## config.mk

```make
export PLATFORM = sky130hd
export DESIGN_NAME = url_percent_decoder
export DESIGN_NICKNAME = d
export VERILOG_FILES = /design/src/upd_pkg.sv /design/src/upd_front.sv /design/src/upd_fifo.sv /design/src/upd_back.sv /design/src/url_percent_decoder.sv
export VERILOG_INCLUDE_DIRS = /design/src /design/src/src
export SDC_FILE = /design/constraint.sdc
export NUM_CORES = 1
export LEC_CHECK = 0
export BUFFER_PORTS_ARGS = -buffer_cell sky130_fd_sc_hd__buf_2
export CAP_MARGIN = 25
export CORE_MARGIN = 2
export CORE_UTILIZATION = 56
export DETAILED_ROUTE_END_ITERATION = 10
export PLACE_DENSITY = 0.84
export SYNTH_ARGS = -nofsm -noshare
export SYNTH_HDL_FRONTEND = slang
export SYNTH_SLANG_ARGS = --single-unit
```

## constraint.sdc

```tcl
create_clock -name clk -period 7.6 [get_ports clk]
set_clock_uncertainty 0.2 [all_clocks]
set_input_delay 0 -clock clk [delete_from_list [all_inputs] [get_ports clk]]
set_output_delay 0 -clock clk [all_outputs]
set_load 0.02 [all_outputs]
```

## src/url_percent_decoder_macros.svh

```systemverilog
// url_percent_decoder_macros.svh: assertion macros for the decoder blocks
// no dependencies; included by modules that carry assertions
`ifndef URL_PERCENT_DECODER_MACROS_SVH
`define URL_PERCENT_DECODER_MACROS_SVH

// property that must hold on every clock edge outside reset
`define UPD_ASSERT(name, clk, rst, prop, msg) \
  name: assert property (@(posedge clk) disable iff (rst) (prop)) else $error(msg);

// implication checked in the same cycle
`define UPD_ASSERT_IMPL(name, clk, rst, pre, post, msg) \
  name: assert property (@(posedge clk) disable iff (rst) (pre) |-> (post)) else $error(msg);

// implication checked in the following cycle
`define UPD_ASSERT_NEXT(name, clk, rst, pre, post, msg) \
  name: assert property (@(posedge clk) disable iff (rst) (pre) |=> (post)) else $error(msg);

`endif

```

## src/upd_pkg.sv

```systemverilog
// upd_pkg: types, constants and the hex digit helper of the url decoder
// no dependencies; used by every decoder module
package upd_pkg;

  localparam logic [7:0]  CHAR_PERCENT = 8'h25;
  localparam logic [7:0]  CHAR_PLUS    = 8'h2B;
  localparam logic [7:0]  CHAR_SPACE   = 8'h20;
  localparam logic [7:0]  CHAR_NUL     = 8'h00;
  localparam logic [15:0] LIMIT_RESET  = 16'hFFFF;
  localparam int          QUEUE_DEPTH_DEF = 2;
  localparam int          MAX_RESULTS  = 3;

  // one raw input byte
  typedef struct packed {
    logic [7:0] in_byte;
    logic       last;
  } in_item_t;

  // one decoded result
  typedef struct packed {
    logic [7:0]  out_byte;
    logic        has_byte;
    logic        done_res;
    logic [15:0] total_count;
  } out_item_t;

  // classified work for the back end: candidate bytes in order
  typedef struct packed {
    logic [MAX_RESULTS-1:0][7:0] bytes;
    logic [1:0]                  cnt;
    logic                        last;
  } op_t;

  typedef struct packed {
    logic       ok;
    logic [3:0] val;
  } hex_t;

  // escape hold state
  typedef enum logic [2:0] {
    HOLD_NONE  = 3'b001,
    HOLD_PCT   = 3'b010,
    HOLD_DIGIT = 3'b100
  } hold_t;

  function automatic hex_t hex_check(input logic [7:0] c);
    hex_t       h;
    logic [7:0] d;
    h = '0;
    d = '0;
    if (c >= 8'h30 && c <= 8'h39) begin
      d = c - 8'h30;
      h.ok = 1'b1;
    end else if (c >= 8'h61 && c <= 8'h66) begin
      d = c - 8'h57;
      h.ok = 1'b1;
    end else if (c >= 8'h41 && c <= 8'h46) begin
      d = c - 8'h37;
      h.ok = 1'b1;
    end
    h.val = d[3:0];
    return h;
  endfunction

endpackage

```

## src/upd_front.sv

```systemverilog
// upd_front: escape tracking and classification of raw bytes into candidate output bytes
// depends on upd_pkg
module upd_front (
  input  logic              clk,
  input  logic              rst,
  input  logic              take,
  input  upd_pkg::in_item_t item,
  output upd_pkg::op_t      op,
  output logic              op_needed
);
  import upd_pkg::*;

  hold_t      hold, hold_next;
  logic [7:0] digit, digit_next;
  logic       stopped, stopped_next;

  logic [7:0] c;
  hex_t       hc, hd;
  logic [1:0] n;

  assign c  = item.in_byte;
  assign hc = hex_check(c);
  assign hd = hex_check(digit);

  // step the escape state and collect the bytes it releases
  always_comb begin
    op           = '0;
    n            = '0;
    hold_next    = hold;
    digit_next   = digit;
    stopped_next = stopped;
    if (!stopped) begin
      if (c == CHAR_NUL) begin
        if (hold != HOLD_NONE) begin
          op.bytes[n] = CHAR_PERCENT;
          n = n + 2'd1;
        end
        if (hold == HOLD_DIGIT) begin
          op.bytes[n] = digit;
          n = n + 2'd1;
        end
        hold_next    = HOLD_NONE;
        stopped_next = 1'b1;
      end else begin
        unique case (hold)
          HOLD_NONE: begin
            if (c == CHAR_PERCENT) begin
              hold_next = HOLD_PCT;
            end else begin
              op.bytes[n] = (c == CHAR_PLUS) ? CHAR_SPACE : c;
              n = n + 2'd1;
            end
          end
          HOLD_PCT: begin
            if (hc.ok) begin
              digit_next = c;
              hold_next  = HOLD_DIGIT;
            end else begin
              op.bytes[n] = CHAR_PERCENT;
              n = n + 2'd1;
              if (c == CHAR_PERCENT) begin
                hold_next = HOLD_PCT;
              end else begin
                hold_next   = HOLD_NONE;
                op.bytes[n] = (c == CHAR_PLUS) ? CHAR_SPACE : c;
                n = n + 2'd1;
              end
            end
          end
          HOLD_DIGIT: begin
            if (hc.ok && hd.ok) begin
              hold_next   = HOLD_NONE;
              op.bytes[n] = {hd.val, hc.val};
              n = n + 2'd1;
            end else begin
              op.bytes[n] = CHAR_PERCENT;
              n = n + 2'd1;
              op.bytes[n] = digit;
              n = n + 2'd1;
              if (c == CHAR_PERCENT) begin
                hold_next = HOLD_PCT;
              end else begin
                hold_next   = HOLD_NONE;
                op.bytes[n] = (c == CHAR_PLUS) ? CHAR_SPACE : c;
                n = n + 2'd1;
              end
            end
          end
          default: begin
            hold_next = HOLD_NONE;
          end
        endcase
      end
    end
    // end of string flushes whatever is still held
    if (item.last) begin
      if (hold_next != HOLD_NONE) begin
        op.bytes[n] = CHAR_PERCENT;
        n = n + 2'd1;
      end
      if (hold_next == HOLD_DIGIT) begin
        op.bytes[n] = digit_next;
        n = n + 2'd1;
      end
      hold_next    = HOLD_NONE;
      stopped_next = 1'b0;
    end
    op.cnt  = n;
    op.last = item.last;
  end

  // only entries that lead to a result or close a string go to the queue
  assign op_needed = (op.cnt != 2'd0) || op.last;

  // state update on each transfer
  always_ff @(posedge clk) begin
    if (rst) begin
      hold    <= HOLD_NONE;
      stopped <= 1'b0;
    end else if (take) begin
      hold    <= hold_next;
      stopped <= stopped_next;
    end
  end

  always_ff @(posedge clk) begin
    if (take) begin
      digit <= digit_next;
    end
  end

endmodule

```

## src/upd_fifo.sv

```systemverilog
// upd_fifo: short queue of classified entries between front and back end
// depends on upd_pkg
module upd_fifo #(
  parameter int DEPTH = upd_pkg::QUEUE_DEPTH_DEF
) (
  input  logic         clk,
  input  logic         rst,
  input  logic         push,
  input  upd_pkg::op_t wr_op,
  output logic         full,
  input  logic         pop,
  output logic         head_valid,
  output upd_pkg::op_t head_op
);
  import upd_pkg::*;

  localparam int PW = (DEPTH > 1) ? $clog2(DEPTH) : 1;
  localparam int CW = $clog2(DEPTH + 1);

  op_t           entries [DEPTH];
  logic [PW-1:0] wr_ptr, rd_ptr;
  logic [CW-1:0] cnt;

  assign full       = (cnt == CW'(DEPTH));
  assign head_valid = (cnt != '0);
  assign head_op    = entries[rd_ptr];

  // entry storage
  always_ff @(posedge clk) begin
    if (push) begin
      entries[wr_ptr] <= wr_op;
    end
  end

  // pointers and fill count
  always_ff @(posedge clk) begin
    if (rst) begin
      wr_ptr <= '0;
      rd_ptr <= '0;
      cnt    <= '0;
    end else begin
      if (push) begin
        wr_ptr <= (wr_ptr == PW'(DEPTH - 1)) ? '0 : wr_ptr + PW'(1);
      end
      if (pop) begin
        rd_ptr <= (rd_ptr == PW'(DEPTH - 1)) ? '0 : rd_ptr + PW'(1);
      end
      if (push && !pop) begin
        cnt <= cnt + CW'(1);
      end else if (pop && !push) begin
        cnt <= cnt - CW'(1);
      end
    end
  end

endmodule

```

## src/upd_back.sv

```systemverilog
// upd_back: applies the output limit, counts bytes and drives the result register
// depends on upd_pkg and url_percent_decoder_macros.svh
`include "url_percent_decoder_macros.svh"
module upd_back (
  input  logic               clk,
  input  logic               rst,
  input  logic               cfg_we,
  input  logic [15:0]        cfg_wdata,
  input  logic               head_valid,
  input  upd_pkg::op_t       head_op,
  output logic               pop,
  output logic               out_valid,
  input  logic               out_ready,
  output upd_pkg::out_item_t out_item
);
  import upd_pkg::*;

  logic [15:0] limit;
  logic [15:0] count, count_next, count_inc;
  logic [1:0]  idx, idx_next;
  logic        out_free, fire, none_left, final_one, emit;
  out_item_t   res;

  assign out_free  = !out_valid || out_ready;
  assign fire      = head_valid && out_free;
  assign count_inc = count + 16'd1;
  assign none_left = (head_op.cnt == 2'd0) || (count >= limit);
  assign final_one = (idx == head_op.cnt - 2'd1) || (count_inc == limit);

  // one result per cycle from the head entry while the output register is free
  always_comb begin
    res        = '0;
    emit       = 1'b0;
    pop        = 1'b0;
    idx_next   = idx;
    count_next = count;
    if (fire) begin
      if (none_left) begin
        pop      = 1'b1;
        idx_next = '0;
        if (head_op.last) begin
          emit            = 1'b1;
          res.done_res    = 1'b1;
          res.total_count = count;
          count_next      = '0;
        end
      end else begin
        emit         = 1'b1;
        res.out_byte = head_op.bytes[idx];
        res.has_byte = 1'b1;
        count_next   = count_inc;
        if (final_one) begin
          pop      = 1'b1;
          idx_next = '0;
          if (head_op.last) begin
            res.done_res    = 1'b1;
            res.total_count = count_inc;
            count_next      = '0;
          end
        end else begin
          idx_next = idx + 2'd1;
        end
      end
    end
  end

  // limit register, count and position within the head entry
  always_ff @(posedge clk) begin
    if (rst) begin
      limit     <= LIMIT_RESET;
      count     <= '0;
      idx       <= '0;
      out_valid <= 1'b0;
    end else begin
      if (cfg_we) begin
        limit <= cfg_wdata;
      end
      count <= count_next;
      idx   <= idx_next;
      if (emit) begin
        out_valid <= 1'b1;
      end else if (out_ready) begin
        out_valid <= 1'b0;
      end
    end
  end

  // result register
  always_ff @(posedge clk) begin
    if (emit) begin
      out_item <= res;
    end
  end

  `UPD_ASSERT_IMPL(a_done_within_limit, clk, rst, out_valid && out_item.done_res, out_item.total_count <= limit, "total count above limit")
  `UPD_ASSERT_IMPL(a_empty_is_done, clk, rst, out_valid && !out_item.has_byte, out_item.done_res && out_item.out_byte == 8'd0, "empty result without done")
  `UPD_ASSERT_IMPL(a_idx_needs_head, clk, rst, idx != 2'd0, head_valid && idx < head_op.cnt, "position past head entry")
  `UPD_ASSERT_NEXT(a_done_clears_count, clk, rst, emit && res.done_res, count == 16'd0, "count kept after string end")

endmodule

```

## src/url_percent_decoder.sv

```systemverilog
// url_percent_decoder: top level of the streaming url decoder
// depends on upd_pkg, upd_front, upd_fifo, upd_back
//
//  channel  | signals                    | direction | payload
//  ---------+----------------------------+-----------+---------------------------------------
//  input    | in_valid / in_ready        | in        | in_item: in_byte, last
//  output   | out_valid / out_ready      | out       | out_item: out_byte, has_byte, done_res, total_count
//  config   | cfg_we                     | in        | cfg_wdata: output limit
//
// an item that releases several results holds the back end until all of them are out,
// one result per cycle through the result register while the output side is ready
// an input transfer reaches its result through the queue entry and then the result register
// the queue of QUEUE_DEPTH entries lets the front keep taking bytes while the back end waits
// reset is synchronous: escape state, counts and queue clear, limit returns to 65535
module url_percent_decoder #(
  parameter int QUEUE_DEPTH = upd_pkg::QUEUE_DEPTH_DEF
) (
  input  logic               clk,
  input  logic               rst,
  input  logic               in_valid,
  output logic               in_ready,
  input  upd_pkg::in_item_t  in_item,
  output logic               out_valid,
  input  logic               out_ready,
  output upd_pkg::out_item_t out_item,
  input  logic               cfg_we,
  input  logic [15:0]        cfg_wdata
);
  import upd_pkg::*;

  logic take, full, op_needed, pop, head_valid;
  op_t  op, head_op;

  // input transfer whenever the queue has room
  assign in_ready = !full;
  assign take     = in_valid && in_ready;

  upd_front u_front (
    .clk       (clk),
    .rst       (rst),
    .take      (take),
    .item      (in_item),
    .op        (op),
    .op_needed (op_needed)
  );

  upd_fifo #(
    .DEPTH (QUEUE_DEPTH)
  ) u_fifo (
    .clk        (clk),
    .rst        (rst),
    .push       (take && op_needed),
    .wr_op      (op),
    .full       (full),
    .pop        (pop),
    .head_valid (head_valid),
    .head_op    (head_op)
  );

  upd_back u_back (
    .clk        (clk),
    .rst        (rst),
    .cfg_we     (cfg_we),
    .cfg_wdata  (cfg_wdata),
    .head_valid (head_valid),
    .head_op    (head_op),
    .pop        (pop),
    .out_valid  (out_valid),
    .out_ready  (out_ready),
    .out_item   (out_item)
  );

endmodule

```

==> results list <==
- Vertical extent of the die: 121 µm
- Worst Hold Class: input pin to register
- Port buffering added between 50 and 60 buffers.
- The critical path is of the register to register type.
- In the routed design, unresolved DRC markers number 0.
- The routed layout has approximately 6600 vias.
* First-pass GRT wire length: between 30000 and 40000 µm
* Initial core utilization: 0.574
- The via count of the first global-routing pass came to approximately 6200.
* Data required time at the worst endpoint: about 7.5 ns
- Unrepaired setup endpoints after global routing: no
- Cell area after synthesis: about 0.0076 mm²
- Max_cap viols: 0
- Clock latency reported for the late side of the worst-skew pair: between 0.4 and 0.5 ns
- P&R area growth vs syn: 21.5%
* Time the worst path needs with I/O delays and setup: around 4.5 ns
* CTS sink cnt: around 130
- Hold Fails Final Rpt: 0
* F_max: between 0.2 and 0.25 GHz
- The biggest area contributor in the post-synthesis netlist is sky130_fd_sc_hd__edfxtp_1.
- H-Tree Level Count: 4
- Final HPWL DP: 12800 µm
* Portion of the post-synthesis area used by sequential elements: 0.461
- Setup violations remaining at the end of the flow were counted as 0.
* Maximum number of pins on one net before global-route repair: 32
- The library cell used most frequently in the layout, excluding fill and tap cells, is sky130_fd_sc_hd__edfxtp_1.
* Proportion of layout cells with a drive suffix above 1: 0.156
- Final GP Congestion: between 0.9 and 1
- In the finished design, the share of the clock period the worst path needs comes to 0.590.
- Along the worst path, the maximum fanout reaches 12.
- TritonCTS created 17 clock buffers.
- In the final timing run, aggregate negative setup slack is 0 ns.
- The multi-input combinational cells in the finished layout cover a total of 0.00377 mm².
* Antenna cells: 0
* Status: complete, no violations
* Core area: approximately 0.013 mm²
- The worst path meets setup with roughly 3.1 ns of slack.
- Number of gates resized after cts: 0
* Post-Syn Area per Cell: a little over 10 µm²
* Row cnt: 42
- At the worst endpoint, the arrival time is between 4 and 5 ns.
* EDFF count, synth: 88
- Max-slew violation count: 0
- Pin placement for this block handled 58 I/O pins.
- Clock input transition at the sequential cells of the worst setup and hold paths: ~0.060 ns
- Via density per instance: between 6 and 7
- Number of warning messages in the yosys log: 0
* Remaining global-route overflow: 0
- Inst Count DP: ~960
* Fraction of synthesis flops using an asynchronous set or reset pin: 0
- Area of all placed cells without fillers: 0.00928 mm²
* Detailed-route wire length: about 20000 µm
* Count of state elements after synthesis: roughly 130
- Remaining antenna violation count after routing: 0
* Pre-antenna DRT Iters: 6
* Post-synthesis net count: 820
* Worst hold slack: 0.0845 ns
* Overall power of the completed layout: 2.70 mW
- Most used cells in the layout excluding fill and tap cells: 88 x sky130_fd_sc_hd__edfxtp_1, 79 x sky130_fd_sc_hd__nand2_1, 59 x sky130_fd_sc_hd__dlygate4sd3_1
- Max rail drop VDD: about 0.23 mV
- CTS tree: yes
- Summed over all cells, the static leakage comes to between 3 and 4 nW.
* Seq. cell area: ~0.0035 mm²
- The floorplan step defined a die boundary enclosing ~0.015 mm².
* Top cells by area in the synthesized netlist: sky130_fd_sc_hd__edfxtp_1 35%, sky130_fd_sc_hd__dfxtp_1 12%, sky130_fd_sc_hd__ha_1 5.4%, sky130_fd_sc_hd__nand2_1 3.9%, sky130_fd_sc_hd__mux4_2 2.4%
* DRC marker count from the first detailed-route iteration: around 840
* Final Util: 0.698
* Synth Instances: 757
- Top cell type's share of synthesized area: 0.346
* Number of antenna violations at the first check in global routing: 0
- Startpoint class of the critical path: register
- Area of placed instances: ~0.0080 mm²
- Die boundary width: roughly 120 µm
- Yosys mapped the design onto 82 distinct sky130hd cell types.
- In this run the power density over the cells is 291 mW/mm².
- Max clock buf depth: 2
- Count of non-filler cells in the finished layout: 1049
- CP endpoint kind: register
- Average wire per standard cell: 18.7 µm
* Combined global-route utilization of all metal layers: 0.280
- Final layout net count: 923
* Transition time at the pin with the least slew margin: just over 1 ns
- Synth Flop Type: sky130_fd_sc_hd__edfxtp_1
* Post-placement worst setup slack: roughly 3.2 ns
- Worst relative slew slack: 0.294
* Buffer type at the clock tree root: sky130_fd_sc_hd__clkbuf_16
- Count of filler cells inserted in the layout: around 940
==> final timing paths <==
path	from	end	slack, ns	cells past startpoint
worst max-delay path	u_front.digit[0]	u_fifo.entries[1][24]	3.12	16
worst min-delay path	in_item[1]	u_fifo.entries[1][19]	0.08	4
worst max register to register	u_front.digit[0]	u_fifo.entries[1][24]	3.12	16
worst min register to register	u_fifo.cnt[1]	u_fifo.cnt[1]	0.33	2
==> repair_timing <==
| item | in CTS | in global routing |
|---|---|---|
| buffers inserted | 0 | 0 |
| hold endpoints to repair | 50 | 0 |
| endpoints found under the setup margin | 0 | 0 |
| hold buffers | 59 | 0 |
==> state kept, by name, summed over array words and instances (netlist names), 2 cells and up, named ones only <==
register / cells
u_fifo.entries: 54
u_back.out_item: 26
u_back.count: 16
u_back.limit: 16
u_front.digit: 8
u_front.hold: 3
u_back.idx: 2
u_fifo.cnt: 2
==> power breakdown <==
group | switching (mW) | internal, mW | total [mW]
combinational | 0.497 | 0.309 | 0.806
clock | 0.306 | 0.578 | 0.885
sequential | 0.0708 | 0.940 | 1.01
total | 0.874 | 1.83 | 2.70
==> synthesized netlist by cell type, types with 10 or more instances <==
cell type	number
sky130_fd_sc_hd__a31oi_1	19
sky130_fd_sc_hd__nor2_1	47
sky130_fd_sc_hd__nand2_1	79
sky130_fd_sc_hd__mux2_2	12
sky130_fd_sc_hd__dfxtp_1	44
sky130_fd_sc_hd__xor2_1	15
sky130_fd_sc_hd__nand3_1	30
sky130_fd_sc_hd__inv_1	45
sky130_fd_sc_hd__buf_2	13
sky130_fd_sc_hd__xnor2_1	16
sky130_fd_sc_hd__mux2i_1	14
sky130_fd_sc_hd__ha_1	33
sky130_fd_sc_hd__a22oi_1	19
sky130_fd_sc_hd__and3_1	10
sky130_fd_sc_hd__clkbuf_1	24
sky130_fd_sc_hd__nor3_1	12
sky130_fd_sc_hd__edfxtp_1	88
sky130_fd_sc_hd__o211ai_1	20
sky130_fd_sc_hd__a21oi_1	35
sky130_fd_sc_hd__o21ai_0	28
==> critical path: stages (launching register included) <==
cell	delay, ns
sky130_fd_sc_hd__edfxtp_1	0.49
sky130_fd_sc_hd__inv_1	0.12
sky130_fd_sc_hd__ha_1	0.21
sky130_fd_sc_hd__nor2b_1	0.13
sky130_fd_sc_hd__a211oi_1	0.29
sky130_fd_sc_hd__o31ai_1	0.14
sky130_fd_sc_hd__a21oi_1	0.69
sky130_fd_sc_hd__o21ai_1	0.20
sky130_fd_sc_hd__and2_1	0.22
sky130_fd_sc_hd__ha_1	0.28
sky130_fd_sc_hd__nor2b_1	0.14
sky130_fd_sc_hd__o21bai_1	0.19
sky130_fd_sc_hd__inv_1	0.08
sky130_fd_sc_hd__ha_1	0.20
sky130_fd_sc_hd__and2_1	0.15
sky130_fd_sc_hd__o21ai_1	0.28
sky130_fd_sc_hd__a2bb2oi_1	0.18
==> logic make-up (layout without fill, tap and decap cells) <==
kind of cell | after synthesis | after routing | synth area share
xor gates and xnor gates | 31 | 31 | 0.0356
buffers and inverters | 87 | 203 | 0.0449
adders and majority gates | 33 | 33 | 0.0541
DFF | 132 | 132 | 0.461
and+or+nand+nor | 237 | 237 | 0.156
AOI/OAI and AO/OA | 203 | 203 | 0.189
muxes | 34 | 34 | 0.0596
==> final cells by class <==
| cell class | instances | share of cell area |
|---|---|---|
| Multi-Input combinational cell | 538 | 0.407 |
| Sequential cell | 132 | 0.380 |
| Timing Repair Buffer | 123 | 0.102 |
| Clock buffer | 17 | 0.0458 |
| Tap cell | 176 | 0.0237 |
| Clock inverter | 15 | 0.0228 |
| Inverter | 48 | 0.0194 |
==> metal layers <==
layer	track usage	vias to the layer above	routed length, µm
met5	0	-	0
met4	0.0952	0	383
met3	0.0684	46	1920
met2	0.411	403	8770
met1	0.406	3105	8530
li1	-	3059	-
No activity file was read; power rests on OpenSTA's default activity.
